===== src/hw/rtl/msfc_pkg.sv =====
package msfc_pkg;

  // crc-24 generator, remainder kept to 24 bits
  localparam logic [23:0] CRC_GEN     = 24'hFFF409;
  localparam logic [3:0]  SHORT_BYTES = 4'd7;
  localparam logic [3:0]  LONG_BYTES  = 4'd14;
  localparam logic [3:0]  COUNT_MAX   = 4'd15;

  // status codes, in priority order
  localparam logic [1:0] ST_OK         = 2'd0;
  localparam logic [1:0] ST_BAD_TYPE   = 2'd1;
  localparam logic [1:0] ST_BAD_LENGTH = 2'd2;
  localparam logic [1:0] ST_BAD_PARITY = 2'd3;

  // message classes
  localparam logic [2:0] CLS_IDENT    = 3'd0;
  localparam logic [2:0] CLS_SURFACE  = 3'd1;
  localparam logic [2:0] CLS_AIRBORNE = 3'd2;
  localparam logic [2:0] CLS_VELOCITY = 3'd3;
  localparam logic [2:0] CLS_UNKNOWN  = 3'd4;

  typedef struct packed {
    logic [1:0]  status;
    logic        long_frame;
    logic [4:0]  downlink_format;
    logic [2:0]  capability;
    logic [23:0] aircraft_address;
    logic [55:0] message_body;
    logic [4:0]  type_code;
    logic [2:0]  message_class;
  } msfc_result_t;

  // fold one byte into the remainder, msb first
  function automatic logic [23:0] crc_fold(input logic [23:0] rem, input logic [7:0] data);
    logic [23:0] r;
    r = rem ^ {data, 16'h0000};
    for (int i = 0; i < 8; i++) begin
      if (r[23]) begin
        r = {r[22:0], 1'b0} ^ CRC_GEN;
      end else begin
        r = {r[22:0], 1'b0};
      end
    end
    return r;
  endfunction

  function automatic logic [2:0] class_of(input logic [4:0] tc);
    logic [2:0] cls;
    unique case (tc) inside
      [5'd1:5'd4]:                cls = CLS_IDENT;
      [5'd5:5'd8]:                cls = CLS_SURFACE;
      [5'd9:5'd18], [5'd20:5'd22]: cls = CLS_AIRBORNE;
      5'd19:                      cls = CLS_VELOCITY;
      default:                    cls = CLS_UNKNOWN;
    endcase
    return cls;
  endfunction

endpackage


===== src/hw/rtl/msfc_if.sv =====
// byte stream into the checker
interface msfc_byte_if;
  logic       valid;
  logic       ready;
  logic [7:0] frame_byte;
  logic       last_byte;

  modport source (output valid, output frame_byte, output last_byte, input ready);
  modport sink (input valid, input frame_byte, input last_byte, output ready);
endinterface

// one report per frame
interface msfc_result_if;
  logic        valid;
  logic        ready;
  logic [1:0]  status;
  logic        long_frame;
  logic [4:0]  downlink_format;
  logic [2:0]  capability;
  logic [23:0] aircraft_address;
  logic [55:0] message_body;
  logic [4:0]  type_code;
  logic [2:0]  message_class;

  modport source (output valid, output status, output long_frame, output downlink_format,
                  output capability, output aircraft_address, output message_body,
                  output type_code, output message_class, input ready);
  modport sink (input valid, input status, input long_frame, input downlink_format,
                input capability, input aircraft_address, input message_body,
                input type_code, input message_class, output ready);
endinterface


===== src/hw/rtl/msfc_frame_acc.sv =====
module msfc_frame_acc (
  input  logic                  clk,
  input  logic                  rst,
  input  logic                  accept,
  input  logic [7:0]            frame_byte,
  input  logic                  last_byte,
  output logic                  res_valid,
  output msfc_pkg::msfc_result_t res
);
  import msfc_pkg::*;

  logic [23:0] crc;
  logic [23:0] crc_next;
  logic [3:0]  byte_count;
  logic [3:0]  count_next;
  logic [7:0]  header_byte;
  logic [7:0]  header_next;
  logic [23:0] address_shift;
  logic [23:0] address_next;
  logic [55:0] body_shift;
  logic [55:0] body_next;
  logic [4:0]  tc;
  logic [2:0]  cls;
  logic        is_long;

  // byte-wide crc update and position count
  assign crc_next   = crc_fold(crc, frame_byte);
  assign count_next = (byte_count == COUNT_MAX) ? byte_count : byte_count + 4'd1;

  // latch header, address and body bytes by position
  always_comb begin
    header_next  = header_byte;
    address_next = address_shift;
    body_next    = body_shift;
    case (byte_count)
      4'd0: begin
        header_next  = frame_byte;
        address_next = '0;
        body_next    = '0;
      end
      4'd1:  address_next[23:16] = frame_byte;
      4'd2:  address_next[15:8]  = frame_byte;
      4'd3:  address_next[7:0]   = frame_byte;
      4'd4:  body_next[55:48]    = frame_byte;
      4'd5:  body_next[47:40]    = frame_byte;
      4'd6:  body_next[39:32]    = frame_byte;
      4'd7:  body_next[31:24]    = frame_byte;
      4'd8:  body_next[23:16]    = frame_byte;
      4'd9:  body_next[15:8]     = frame_byte;
      4'd10: body_next[7:0]      = frame_byte;
      default: begin
      end
    endcase
  end

  // frame state, cleared after the last byte
  always_ff @(posedge clk) begin
    if (rst) begin
      crc           <= '0;
      byte_count    <= '0;
      header_byte   <= '0;
      address_shift <= '0;
      body_shift    <= '0;
    end else if (accept) begin
      header_byte   <= header_next;
      address_shift <= address_next;
      body_shift    <= body_next;
      if (last_byte) begin
        crc        <= '0;
        byte_count <= '0;
      end else begin
        crc        <= crc_next;
        byte_count <= count_next;
      end
    end
  end

  // report formed from the state as it stands after this byte
  assign tc      = body_next[55:51];
  assign cls     = class_of(tc);
  assign is_long = (count_next == LONG_BYTES);

  always_comb begin
    if (cls == CLS_UNKNOWN) begin
      res.status = ST_BAD_TYPE;
    end else if (count_next != SHORT_BYTES && count_next != LONG_BYTES) begin
      res.status = ST_BAD_LENGTH;
    end else if (crc_next != 24'd0) begin
      res.status = ST_BAD_PARITY;
    end else begin
      res.status = ST_OK;
    end
    res.long_frame       = is_long;
    res.downlink_format  = header_next[7:3];
    res.capability       = header_next[2:0];
    res.aircraft_address = address_next;
    res.message_body     = is_long ? body_next : 56'd0;
    res.type_code        = tc;
    res.message_class    = cls;
  end

  assign res_valid = accept && last_byte;

  // frame state restarts after every last byte
  a_clear_after_last: assert property (@(posedge clk) disable iff (rst)
    accept && last_byte |=> byte_count == 4'd0 && crc == 24'd0)
    else $error("frame state not cleared after last byte");

  // count advances by one per middle byte until saturation
  a_count_step: assert property (@(posedge clk) disable iff (rst)
    accept && !last_byte && byte_count != COUNT_MAX |=> byte_count == $past(byte_count) + 4'd1)
    else $error("byte count did not advance");

  // a clean report has a known class and a legal length
  a_ok_consistent: assert property (@(posedge clk) disable iff (rst)
    res_valid && res.status == ST_OK |->
      res.message_class != CLS_UNKNOWN &&
      (count_next == SHORT_BYTES || count_next == LONG_BYTES))
    else $error("ok status on a malformed frame");

endmodule


===== src/hw/rtl/mode_s_frame_checker_top.sv =====
// channel | role  | payload
// frame   | sink  | frame_byte[7:0], last_byte
// report  | source| status, long_frame, downlink_format, capability,
//         |       | aircraft_address, message_body, type_code, message_class
//
// one byte taken per cycle while frame.ready is high; crc fold, field latch and checks finish in that cycle
// the report is registered in the buffer and, with the buffer empty, shows the cycle after the last byte is taken
// a two-entry report buffer keeps bytes flowing while a report waits
// frame.ready drops only while both report entries are held
// rst is synchronous and clears frame state and the report buffer
module mode_s_frame_checker_top (
  input logic          clk,
  input logic          rst,
  msfc_byte_if.sink    frame,
  msfc_result_if.source report
);
  import msfc_pkg::*;

  logic         byte_accept;
  logic         res_valid;
  msfc_result_t res;
  msfc_result_t entry0;
  msfc_result_t entry1;
  logic [1:0]   fill;
  logic         push;
  logic         pop;

  assign frame.ready = (fill != 2'd2);
  assign byte_accept = frame.valid && frame.ready;

  // frame accumulation and checks
  msfc_frame_acc u_acc (
    .clk        (clk),
    .rst        (rst),
    .accept     (byte_accept),
    .frame_byte (frame.frame_byte),
    .last_byte  (frame.last_byte),
    .res_valid  (res_valid),
    .res        (res)
  );

  assign push = res_valid;
  assign pop  = report.valid && report.ready;

  // report buffer occupancy
  always_ff @(posedge clk) begin
    if (rst) begin
      fill <= '0;
    end else if (push && !pop) begin
      fill <= fill + 2'd1;
    end else if (pop && !push) begin
      fill <= fill - 2'd1;
    end
  end

  // report buffer entries, entry0 is the head
  always_ff @(posedge clk) begin
    if (push && pop) begin
      if (fill == 2'd1) begin
        entry0 <= res;
      end else begin
        entry0 <= entry1;
        entry1 <= res;
      end
    end else if (push) begin
      if (fill == 2'd0) begin
        entry0 <= res;
      end else begin
        entry1 <= res;
      end
    end else if (pop) begin
      entry0 <= entry1;
    end
  end

  // report outputs
  assign report.valid            = (fill != 2'd0);
  assign report.status           = entry0.status;
  assign report.long_frame       = entry0.long_frame;
  assign report.downlink_format  = entry0.downlink_format;
  assign report.capability       = entry0.capability;
  assign report.aircraft_address = entry0.aircraft_address;
  assign report.message_body     = entry0.message_body;
  assign report.type_code        = entry0.type_code;
  assign report.message_class    = entry0.message_class;

  // buffer never overfills
  a_fill_bound: assert property (@(posedge clk) disable iff (rst)
    fill != 2'd3)
    else $error("report buffer overflow");

  // a report is never pushed into a full buffer
  a_no_push_full: assert property (@(posedge clk) disable iff (rst)
    fill == 2'd2 |-> !push)
    else $error("report pushed while buffer full");

  // a last byte with no pending report shows up next cycle
  a_report_latency: assert property (@(posedge clk) disable iff (rst)
    push && fill == 2'd0 |=> report.valid && report.status == $past(res.status))
    else $error("report not presented after last byte");

endmodule


===== src/flat_wrapper.sv =====
// flat-port wrapper written by rule: the top's interface ports become plain ports
module mode_s_frame_checker_top_flat import msfc_pkg::*;
  (clk, rst, frame_valid, frame_frame_byte, frame_last_byte, frame_ready, report_valid, report_status, report_long_frame, report_downlink_format, report_capability, report_aircraft_address, report_message_body, report_type_code, report_message_class, report_ready);
  msfc_byte_if frame_i ();
  msfc_result_if report_i ();
  input logic clk;
  input logic rst;
  input wire logic [$bits(frame_i.valid)-1:0] frame_valid;
  input wire logic [$bits(frame_i.frame_byte)-1:0] frame_frame_byte;
  input wire logic [$bits(frame_i.last_byte)-1:0] frame_last_byte;
  output wire logic [$bits(frame_i.ready)-1:0] frame_ready;
  output wire logic [$bits(report_i.valid)-1:0] report_valid;
  output wire logic [$bits(report_i.status)-1:0] report_status;
  output wire logic [$bits(report_i.long_frame)-1:0] report_long_frame;
  output wire logic [$bits(report_i.downlink_format)-1:0] report_downlink_format;
  output wire logic [$bits(report_i.capability)-1:0] report_capability;
  output wire logic [$bits(report_i.aircraft_address)-1:0] report_aircraft_address;
  output wire logic [$bits(report_i.message_body)-1:0] report_message_body;
  output wire logic [$bits(report_i.type_code)-1:0] report_type_code;
  output wire logic [$bits(report_i.message_class)-1:0] report_message_class;
  input wire logic [$bits(report_i.ready)-1:0] report_ready;
  assign frame_i.valid = frame_valid;
  assign frame_i.frame_byte = frame_frame_byte;
  assign frame_i.last_byte = frame_last_byte;
  assign frame_ready = frame_i.ready;
  assign report_valid = report_i.valid;
  assign report_status = report_i.status;
  assign report_long_frame = report_i.long_frame;
  assign report_downlink_format = report_i.downlink_format;
  assign report_capability = report_i.capability;
  assign report_aircraft_address = report_i.aircraft_address;
  assign report_message_body = report_i.message_body;
  assign report_type_code = report_i.type_code;
  assign report_message_class = report_i.message_class;
  assign report_i.ready = report_ready;
  mode_s_frame_checker_top u_core (.clk(clk), .rst(rst), .frame(frame_i), .report(report_i));
endmodule

===== config.mk =====
export PLATFORM = sky130hd
export DESIGN_NAME = mode_s_frame_checker_top_flat
export DESIGN_NICKNAME = d
export VERILOG_FILES = /design/src/hw/rtl/msfc_pkg.sv /design/src/hw/rtl/msfc_if.sv /design/src/hw/rtl/msfc_frame_acc.sv /design/src/hw/rtl/mode_s_frame_checker_top.sv /design/src/flat_wrapper.sv
export SDC_FILE = /design/constraint.sdc
export NUM_CORES = 1
export LEC_CHECK = 0
export BUFFER_PORTS_ARGS = -buffer_cell sky130_fd_sc_hd__buf_4
export CAP_MARGIN = 30
export CELL_PAD_IN_SITES_DETAIL_PLACEMENT = 1
export CELL_PAD_IN_SITES_GLOBAL_PLACEMENT = 1
export CORE_ASPECT_RATIO = 0.9
export CORE_MARGIN = 3
export CORE_UTILIZATION = 39
export DETAILED_ROUTE_END_ITERATION = 8
export GPL_ROUTABILITY_DRIVEN = 1
export PLACE_DENSITY_LB_ADDON = 0.25
export SLEW_MARGIN = 20
export SYNTH_ARGS = -nofsm -noshare
export SYNTH_HDL_FRONTEND = slang
export SYNTH_SLANG_ARGS = --single-unit
export TNS_END_PERCENT = 1

===== constraint.sdc =====
create_clock -name clk -period 9.8 [get_ports clk]
set_clock_uncertainty 0.1 [all_clocks]
set_input_delay 0.49 -clock clk [delete_from_list [all_inputs] [get_ports clk]]
set_output_delay 0.49 -clock clk [all_outputs]
set_load 0.02 [all_outputs]

==> flow_metrics.env, run 1 <==
export IMPL_status="complete, no violations"
export IMPL_finalCritPeriodShare=0.385
export IMPL_synth_top_cell_area_share=0.438
export IMPL_grt_use_total=0.184
export IMPL_start_kind="register"
export IMPL_ys_types=52
export IMPL_core_rowCount=64
export IMPL_numCtsBuffers=36
export IMPL_final_max_slew_viol_count=0
export IMPL_synthCells=1236
export IMPL_path_clk_slew_ns=0.06
export IMPL_fp_dieH_um=183
export IMPL_dpl_hpwl_um=21100
export IMPL_grt_pass1_wl_um=55100
export IMPL_grt_ovfl_total=0
export IMPL_cp_slowest_cell="xor3_1"
export IMPL_syn_nets=1260
export IMPL_cp_end_kind="register"
export IMPL_p_seq_frac=0.391
export IMPL_hp_class="in -> reg"
export IMPL_hp_start="rst"
export IMPL_ctsHoldBuffers=0
export IMPL_ant_nets=0
export IMPL_peakVddDrop_mv=0.226
export IMPL_antenna_found_initial=0
export IMPL_htreeDepth=2
export IMPL_yosysMostFrequentCell="nor2_1"
export IMPL_power_density_nw_per_um2=308
export IMPL_fmax_ghz=0.265
export IMPL_leakagePower_uw=0.00609
export IMPL_synth_edf_count=198
export IMPL_critPathMaxStageDelay_ns=0.64
export IMPL_layout_drive_gt1_share=0.154
export IMPL_final_hold_viol_count=0
export IMPL_clk_latency_ns=0.51
export IMPL_crit_path_max_fanout=14
export IMPL_combPwrFrac=0.355
export IMPL_min_period_ns=3.77
export IMPL_gp_congestion=0.795
export IMPL_grt_max_degree=93
export IMPL_drt_initial_drc_count=753
export IMPL_initial_utilization=0.397
export IMPL_n_antenna_cell=0
export IMPL_syn_avg_cell_area_um2=11.0
export IMPL_placed_cell_area_um2=14800
export IMPL_fin_setup_tns_ns=0
export IMPL_cp_top_family="XOR/XNOR gates"
export IMPL_grt_pass1_vias=9837
export IMPL_wl_um=34300
export IMPL_path_cells="xnor2_4, xnor2_1, ha_1, xor3_1, nand2b_1, mux2i_1, a2bb2oi_1, a2111oi_4, a21oi_2, mux2_4"
export IMPL_clockRootBuffer="clkbuf_16"
export IMPL_io_pins=114
export IMPL_rsz0062_at_grt="false"
export IMPL_required_ns=9.96
export IMPL_cap_violations=0
export IMPL_yosysSeqAreaShare=0.612
export IMPL_tritoncts="built"
export IMPL_holdWs_ns=0.275
export IMPL_ys_ff_latch=316
export IMPL_crit_start="u_core.u_acc.crc[18]$_SDFFE_PP0P_"
export IMPL_ys_warn_count=0
export IMPL_setup_viol=0
export IMPL_p_int_uw=3200
export IMPL_relSlewSlack=0.368
export IMPL_num_nets_final=1331
export IMPL_power_frac_clock=0.254
export IMPL_dr_pass1_iters=5
export IMPL_cts_resized=0
export IMPL_worstMarginPinSlew_ns=0.948
export IMPL_postCtsSetupBuffers=0
export IMPL_vias=9496
export IMPL_ys_async_sr_fraction=0
export IMPL_synth_common_cells="nor2_1, edfxtp_1, a22oi_1, nand2_1, dfxtp_1"
export IMPL_synth_cell_area_um2=13600
export IMPL_port_buffers=113
export IMPL_routed_via_density=5.29
export IMPL_crit_arrival_ns=3.92
export IMPL_p_sw_uw=1700
export IMPL_clkSinkCount=316
export IMPL_synthFlopType="edfxtp_1"
export IMPL_core_area_um2=34200
export IMPL_drc=0
export IMPL_dieArea_um2=37100
export IMPL_switching_share=0.347
export IMPL_cts_buffer_depth=3
export IMPL_synth_top_area_cell="edfxtp_1"
export IMPL_syn_to_final_growth_pct=17.1
export IMPL_r2r_start="u_core.u_acc.crc[18]$_SDFFE_PP0P_"
export IMPL_wire_per_inst_um=19.1
export IMPL_critPathKind="reg -> reg"
export IMPL_yosys_top_cells_area="edfxtp_1, dfxtp_1, a22oi_1, nor2_1, nand2_1"
export IMPL_die_x_um=203
export IMPL_crit_buf_inv=0
export IMPL_fin_area_um2=15900
## cell families after synthesis
family	share of synthesized area
and+or+nand+nor	0.127
DFF	0.612
adders and majority gates	0.0101
AOI/OAI and AO/OA	0.137
buffers and inverters	0.0421
muxes	0.0232
xor gates and xnor gates	0.0484
## metrics by stage
step / std cells / setup slack [ns] / power (µW) / utilization
detailed placement: 1728 / 5.63 / 3690 / 0.432
global placement: 1728 / 5.78 / 3660 / 0.432
floorplan: 1236 / 1.19 / 3200 / -
finish: 1794 / 6.03 / 4900 / 0.465
global route: 1794 / 5.75 / 5190 / 0.465
CTS: 1791 / 6.02 / 4960 / 0.463
## layout make-up
class / count / area (µm²)
clock buffer: 55 / 1010
clock inverter: 8 / 60.1
fill: 3675 / 18300
inverter: 51 / 191
multi-input combinational: 774 / 4750
sequential: 316 / 8310
tap: 462 / 578
timing repair buffer: 128 / 1000
## worst paths after layout
kind,endpoint,cells after the start,slack [ns]
setup / recovery,u_core.report.status[1]$_DFFE_PP_,10,6.03
hold / removal,u_core.fill[0]$_SDFFE_PP0P_,2,0.28
setup reg to reg,u_core.report.status[1]$_DFFE_PP_,10,6.03
hold reg to reg,u_core.u_acc.crc[0]$_SDFFE_PP0P_,2,0.40
## cells in the final DEF (no fill, tap or decap), types with 5 or more instances in the layout
cell type  count
xor2_1        19
clkbuf_16     37
edfxtp_1     198
and2_1        10
a211oi_1      37
inv_1         51
o21ai_1        8
ha_1          11
nand2b_1       5
clkbuf_1      16
nor2_1       219
xnor2_1       18
dfxtp_1      118
a22oi_1      128
mux2_2        16
nand3_1       11
nor3_1         8
mux2i_1       12
a21oi_1       58
and3_1        20
o31ai_1       18
buf_4        125
nand2_1      122
## sequential cells by signal, indices dropped and copies added, names as in the netlist
| name | count |
|---|---|
| u_core.report.message_class | 3 |
| u_core.u_acc.address_shift | 24 |
| u_core.report.aircraft_address | 24 |
| u_core.report.message_body | 56 |
| u_core.u_acc.crc | 24 |
| u_core.fill | 2 |
| u_core.u_acc.byte_count | 4 |
| u_core.u_acc.header_byte | 8 |
| u_core.report.status | 2 |
| u_core.report.downlink_format | 5 |
| u_core.report.capability | 3 |
| u_core.entry1 | 99 |
| u_core.u_acc.body_shift | 56 |
| u_core.report.type_code | 5 |
| u_core.report.long_frame | 1 |
## worst reg2reg max path, delay by kind of cell, from the launching register on
kind | cells | cell delay [ns]
AOI/OAI and AO/OA | 3 | 0.64
and+or+nand+nor | 1 | 0.26
xor gates and xnor gates | 3 | 1.22
muxes | 2 | 0.43
adders and majority gates | 1 | 0.45
DFF | 1 | 0.42
## per-layer routing
layer  GRT usage  part of all wire  routed length [µm]
met1       0.260              0.48               16300
met2       0.301              0.47               15900
met3      0.0263             0.037                1280
met4      0.0493             0.022                 742
met5           0                 0                   0
## power by group through the flow
| stage | logic (µW) | clock network (µW) | registers, µW |
|---|---|---|---|
| after floorplan | 1030 | 0 | 2180 |
| after global placement | 1720 | 0 | 1940 |
| after detailed placement | 1740 | 0 | 1950 |
| after CTS | 1760 | 1290 | 1920 |
| after global routing | 1910 | 1330 | 1950 |
| final | 1740 | 1250 | 1920 |
Note: power is estimated with default switching activity, not from simulation.
==> run 2: changes to the inputs <==
- ABC_AREA: unset -> 1
- clock period: 9.8 -> 3.93 ns (I/O delays scaled with it)
==> flow_metrics.env, run 2 <==
export IMPL_final_max_slew_viol_count=0
export IMPL_yosys_top_cells_area="edfxtp_1, dfxtp_1, nand2_1, inv_1, nor2_1"
export IMPL_status="complete, no violations"
export IMPL_dieArea_um2=39300
export IMPL_synth_top_area_cell="edfxtp_1"
export IMPL_finalPower_uw=13200
export IMPL_top_register="u_core.entry1"
export IMPL_core_area_um2=36300
export IMPL_fillCellCount=4326
export IMPL_synth_top_family_by_area="simple AND/OR/NAND/NOR gates"
export IMPL_yosysSeqAreaShare=0.576
export IMPL_hp_class="in -> reg"
export IMPL_required_ns=4.11
export IMPL_grt_pass1_wl_um=63400
export IMPL_drc=0
export IMPL_syn_nets=1697
export IMPL_synth_compound_area_share=0.126
export IMPL_vias=11484
export IMPL_rsz0062_at_grt="false"
export IMPL_synth_edf_count=198
export IMPL_synthFlopType="edfxtp_1"
export IMPL_routed_via_density=5.03
export IMPL_setup_slack_ns=0.392
export IMPL_grt_max_degree=112
export IMPL_clk_latency_ns=0.52
export IMPL_min_period_ns=3.54
export IMPL_finalCritPeriodShare=0.900
export IMPL_r2r_slack_ns=0.39
export IMPL_ys_types=36
export IMPL_dpl_hpwl_um=26700
export IMPL_ys_ff_latch=316
export IMPL_clkSinkCount=316
export IMPL_layout_drive_gt1_share=0.138
export IMPL_synth_xor_area_frac=0.0176
export IMPL_grt_ovfl_total=0
export IMPL_worstMarginPinSlew_ns=0.864
export IMPL_synth_top_cell_area_share=0.412
export IMPL_setup_viol=0
export IMPL_final_cells=2285
export IMPL_cap_violations=0
export IMPL_layout_common_cells="nand2_1, inv_1, edfxtp_1"
export IMPL_num_nets_final=1805
export IMPL_drt_initial_drc_count=615
export IMPL_clockRootBuffer="clkbuf_16"
export IMPL_ys_warn_count=0
export IMPL_cp_end_kind="register"
export IMPL_relSlewSlack=0.423
export IMPL_leakagePower_uw=0.00724
export IMPL_synth_common_cells="nand2_1, inv_1, nor2_1, edfxtp_1"
export IMPL_synth_adder_area_share=0.00954
export IMPL_layout_commonest_cell="nand2_1"
export IMPL_largest_reg_flops=99
export IMPL_antenna_found_initial=0
export IMPL_path_clk_slew_ns=0.06
export IMPL_crit_arrival_ns=3.72
export IMPL_peakVddDrop_mv=0.311
export IMPL_dr_pass1_iters=5
export IMPL_syn_avg_cell_area_um2=8.62
export IMPL_dp_cells=2217
export IMPL_critPathKind="reg -> reg"
export IMPL_place_ws_ns=0.0424
export IMPL_syn_to_final_growth_pct=18.9
export IMPL_ant_nets=0
export IMPL_port_buffers=113
export IMPL_n_antenna_cell=0
export IMPL_grt_use_total=0.198
export IMPL_htreeDepth=2
export IMPL_crit_path_max_fanout=14
export IMPL_power_density_nw_per_um2=771
export IMPL_initial_utilization=0.397
export IMPL_gp_congestion=0.859
export IMPL_wire_per_inst_um=17.3
export IMPL_io_pins=114
export IMPL_postCtsSetupBuffers=0
export IMPL_fp_dieH_um=188
export IMPL_fmax_ghz=0.283
export IMPL_cts_buffer_depth=3
export IMPL_synthCells=1673
export IMPL_muxShareOfSynthArea=0.000694
export IMPL_synth_cell_area_um2=14400
export IMPL_die_x_um=209
export IMPL_core_rowCount=66
export IMPL_final_hold_viol_count=0
export IMPL_tritoncts="built"
export IMPL_numCtsBuffers=37
export IMPL_yosysMostFrequentCell="nand2_1"
export IMPL_wl_um=39600
export IMPL_start_kind="register"
export IMPL_synth_simple_area_share=0.175
export IMPL_ys_async_sr_fraction=0
export IMPL_grt_pass1_vias=11753
run 2: what timing repair did:
item | CTS | global route
endpoints found under the setup margin | 0 | 4
gates resized for setup | 0 | 10
hold buffers | 0 | 0
run 2: path summary, 6_finish.rpt:
check	from	endpoint	cells after the start
setup reg to reg	u_core.u_acc.crc[21]$_SDFFE_PP0P_	u_core.report.status[0]$_DFFE_PP_	24
setup / recovery	u_core.u_acc.crc[21]$_SDFFE_PP0P_	u_core.report.status[0]$_DFFE_PP_	24
hold / removal	rst	u_core.fill[0]$_SDFFE_PP0P_	2
hold reg to reg	u_core.u_acc.crc[16]$_SDFFE_PP0P_	u_core.u_acc.crc[16]$_SDFFE_PP0P_	2
run 2: logic make-up after synthesis:
| group | count (synthesis) |
|---|---|
| AO/OA/AOI/OAI | 327 |
| XOR/XNOR | 29 |
| adder cells (fa/ha/maj) | 11 |
| buffers and inverters | 361 |
| flip-flops | 316 |
| multiplexers | 1 |
| AND/OR/NAND/NOR | 628 |
run 2: power breakdown:
group / switching (µW) / internal (µW)
registers: 294 / 4630
clock network: 1370 / 2070
logic: 3210 / 1660
run 2: stage by stage:
step                      TNS [ns]  utilization  hold slack (ns)  area, µm²
final                            0        0.472           0.0893      17200
after floorplan             -57.94            -            0.343      14400
after global routing             0        0.472            0.112      17200
after detailed placement         0        0.437            0.373      15900
after global placement           0        0.437            0.368      15900
after CTS                        0        0.470           0.0840      17100
run 2: cell type report:
class	count	area, µm²	share of cell area
Clock buffer	44	952	0.0555
Clock inverter	23	249	0.0145
Inverter	286	1070	0.0627
Multi-Input combinational cell	996	4810	0.281
Sequential cell	316	8310	0.484
Tap cell	476	596	0.0347
Timing Repair Buffer	144	1160	0.0676
run 2: per-layer routing:
| metal | global-route usage | part of all wire |
|---|---|---|
| met1 | 0.272 | 0.47 |
| met2 | 0.329 | 0.47 |
| met3 | 0.0370 | 0.043 |
| met4 | 0.0464 | 0.019 |
| met5 | 0 | 0 |
run 2: critical path, cell delays in order (launching register included):
cell     delay (ns)
dfxtp_1        0.37
inv_1          0.07
nand2_1        0.08
nand2_2        0.11
nand2_1        0.14
nand2_4        0.10
inv_2          0.11
nand3_2        0.14
nand2_2        0.14
nand2_1        0.11
nand2_1        0.12
ha_1           0.28
buf_8          0.18
xnor2_1        0.14
xor2_1         0.16
nor2_1         0.16
nand3_1        0.10
nor2_1         0.11
nand3_1        0.09
nor2_2         0.14
nand3_1        0.09
nand2_1        0.08
nand2_2        0.05
nand2_1        0.06
nand2_1        0.07
==> run 3: changes to the inputs <==
- BUFFER_PORTS_ARGS: -buffer_cell sky130_fd_sc_hd__buf_4 -> unset
- DONT_BUFFER_PORTS: unset -> 1
- PLACE_DENSITY_LB_ADDON: 0.25 -> 0.15
==> flow_metrics.env, run 3 (synthesis gave the netlist of run 2 again) <==
export IMPL_antenna_found_initial=0
export IMPL_place_ws_ns=0.272
export IMPL_top_register="u_core.entry1"
export IMPL_crit_path_max_fanout=15
export IMPL_setup_slack_ns=0.459
export IMPL_die_x_um=209
export IMPL_finalPower_uw=12400
export IMPL_initial_utilization=0.397
export IMPL_dr_pass1_iters=4
export IMPL_r2r_slack_ns=0.46
export IMPL_io_pins=114
export IMPL_fp_dieH_um=188
export IMPL_fmax_ghz=0.288
export IMPL_syn_to_final_growth_pct=12.3
export IMPL_wire_per_inst_um=18.2
export IMPL_gp_congestion=0.863
export IMPL_dp_cells=2093
export IMPL_num_nets_final=1684
export IMPL_cp_end_kind="register"
export IMPL_grt_pass1_vias=11150
export IMPL_routed_via_density=5.06
export IMPL_grt_ovfl_total=0
export IMPL_cap_violations=0
export IMPL_layout_common_cells="nand2_1, inv_1, nor2_1, edfxtp_1"
export IMPL_core_rowCount=66
export IMPL_r2r_cells=27
export IMPL_seq_area_um2=8310
export IMPL_cp_slowest_cell="dfxtp_1"
export IMPL_numCtsBuffers=37
export IMPL_clkSinkCount=316
export IMPL_clk_latency_ns=0.53
export IMPL_final_max_slew_viol_count=0
export IMPL_status="complete, no violations"
export IMPL_final_cells=2164
export IMPL_multiInputGateArea_um2=4800
export IMPL_critPathMaxStageDelay_ns=0.36
export IMPL_vias=10959
export IMPL_drt_initial_drc_count=700
export IMPL_setup_viol=0
export IMPL_core_area_um2=36300
export IMPL_port_buffers=0
export IMPL_largest_reg_flops=99
export IMPL_leakagePower_uw=0.00664
export IMPL_grt_use_total=0.200
export IMPL_path_clk_slew_ns=0.06
export IMPL_worstMarginPinSlew_ns=0.843
export IMPL_path_common_cell="nand2_1"
export IMPL_layout_drive_gt1_share=0.0729
export IMPL_grt_pass1_wl_um=63000
export IMPL_required_ns=4.11
export IMPL_critPathKind="reg -> reg"
export IMPL_cts_buffer_depth=3
export IMPL_wl_um=39400
export IMPL_layout_commonest_cell="nand2_1"
export IMPL_finalCritPeriodShare=0.883
export IMPL_n_antenna_cell=0
export IMPL_power_density_nw_per_um2=766
export IMPL_drc=0
export IMPL_hold_path_cell_count=2
export IMPL_r2r_end="u_core.report.status[0]$_DFFE_PP_"
export IMPL_hold_end="u_core.entry1[67]$_DFFE_PP_"
export IMPL_dieArea_um2=39300
export IMPL_dpl_hpwl_um=25500
export IMPL_r2r_start="u_core.u_acc.crc[21]$_SDFFE_PP0P_"
export IMPL_tritoncts="built"
export IMPL_peakVddDrop_mv=0.533
export IMPL_htreeDepth=2
export IMPL_start_kind="register"
export IMPL_crit_buf_inv=3
export IMPL_hp_start="frame_frame_byte[3]"
export IMPL_holdWs_ns=0.0259
export IMPL_cp_top_family="simple AND/OR/NAND/NOR gates"
export IMPL_fillCellCount=4263
export IMPL_relSlewSlack=0.437
export IMPL_ant_nets=0
export IMPL_crit_arrival_ns=3.65
export IMPL_rsz0062_at_grt="false"
export IMPL_final_util=0.446
export IMPL_crit_start="u_core.u_acc.crc[21]$_SDFFE_PP0P_"
export IMPL_grt_max_degree=119
export IMPL_postCtsSetupBuffers=0
export IMPL_hp_class="in -> reg"
export IMPL_clockRootBuffer="clkbuf_16"
export IMPL_min_period_ns=3.47
export IMPL_final_hold_viol_count=0
==> run 3: cell count changes in the layout (fill, tap and decap cells not counted), moves of 2 or more <==
| cell | before | now |
|---|---|---|
| dlygate4sd3_1 | 0 | 2 |
| buf_4 | 138 | 14 |
| clkinv_4 | 0 | 2 |
| bufinv_16 | 5 | 1 |
| clkbuf_8 | 0 | 3 |
| inv_6 | 3 | 0 |
==> run 3: layout make-up <==
class	count	share of cell area
multi-input combinational	996	0.296
clock buffer	47	0.0626
clock inverter	20	0.00850
sequential	316	0.513
tap	476	0.0368
timing repair buffer	23	0.0168
inverter	286	0.0663
==> run 3: worst register-to-register path: cells and delay by family (launching register included) <==
kind | cells | cell delay [ns]
XOR/XNOR | 1 | 0.15
adder cells (fa/ha/maj) | 1 | 0.25
buffers and inverters | 3 | 0.35
flip-flops | 1 | 0.36
AND/OR/NAND/NOR | 22 | 2.00
==> run 3: what timing repair did <==
action,4_1_cts,5_1_grt
gates resized for setup,0,5
hold endpoints to repair,120,0
setup endpoints to repair,0,4
hold buffers,3,0
==> run 3: report_power, final <==
group | switching [µW] | internal, µW
combinational | 2520 | 1110
clock | 1360 | 1900
sequential | 862 | 4670
==> run 3: layer usage <==
| layer | vias up | GRT usage | wire length (µm) |
|---|---|---|---|
| met5 | - | 0 | 0 |
| met4 | 0 | 0.0469 | 718 |
| met3 | 52 | 0.0366 | 1560 |
| met2 | 164 | 0.320 | 17900 |
| met1 | 5384 | 0.284 | 19300 |
| li1 | 5359 | - | - |
==> run 3: through the flow <==
step / cell area, µm² / TNS (ns)
2_1_floorplan: 14400 / -57.94
3_3_place_gp: 15000 / 0
3_5_place_dp: 15000 / 0
4_1_cts: 16200 / 0
5_1_grt: 16200 / 0
6_report: 16200 / 0
==> run 3: how the worst max path moves through the flow <==
stage                                                              to  slack [ns]  depth (start not counted)
after floorplan           u_core.report.aircraft_address[0]$_DFFE_PP_       -0.59                          7
after global placement              u_core.report.status[0]$_DFFE_PP_        0.40                         26
after CTS                           u_core.report.status[0]$_DFFE_PP_        0.26                         23
after global routing                u_core.report.status[0]$_DFFE_PP_        0.03                         26
after detailed placement            u_core.report.status[0]$_DFFE_PP_        0.27                         23
final                               u_core.report.status[0]$_DFFE_PP_        0.46                         27
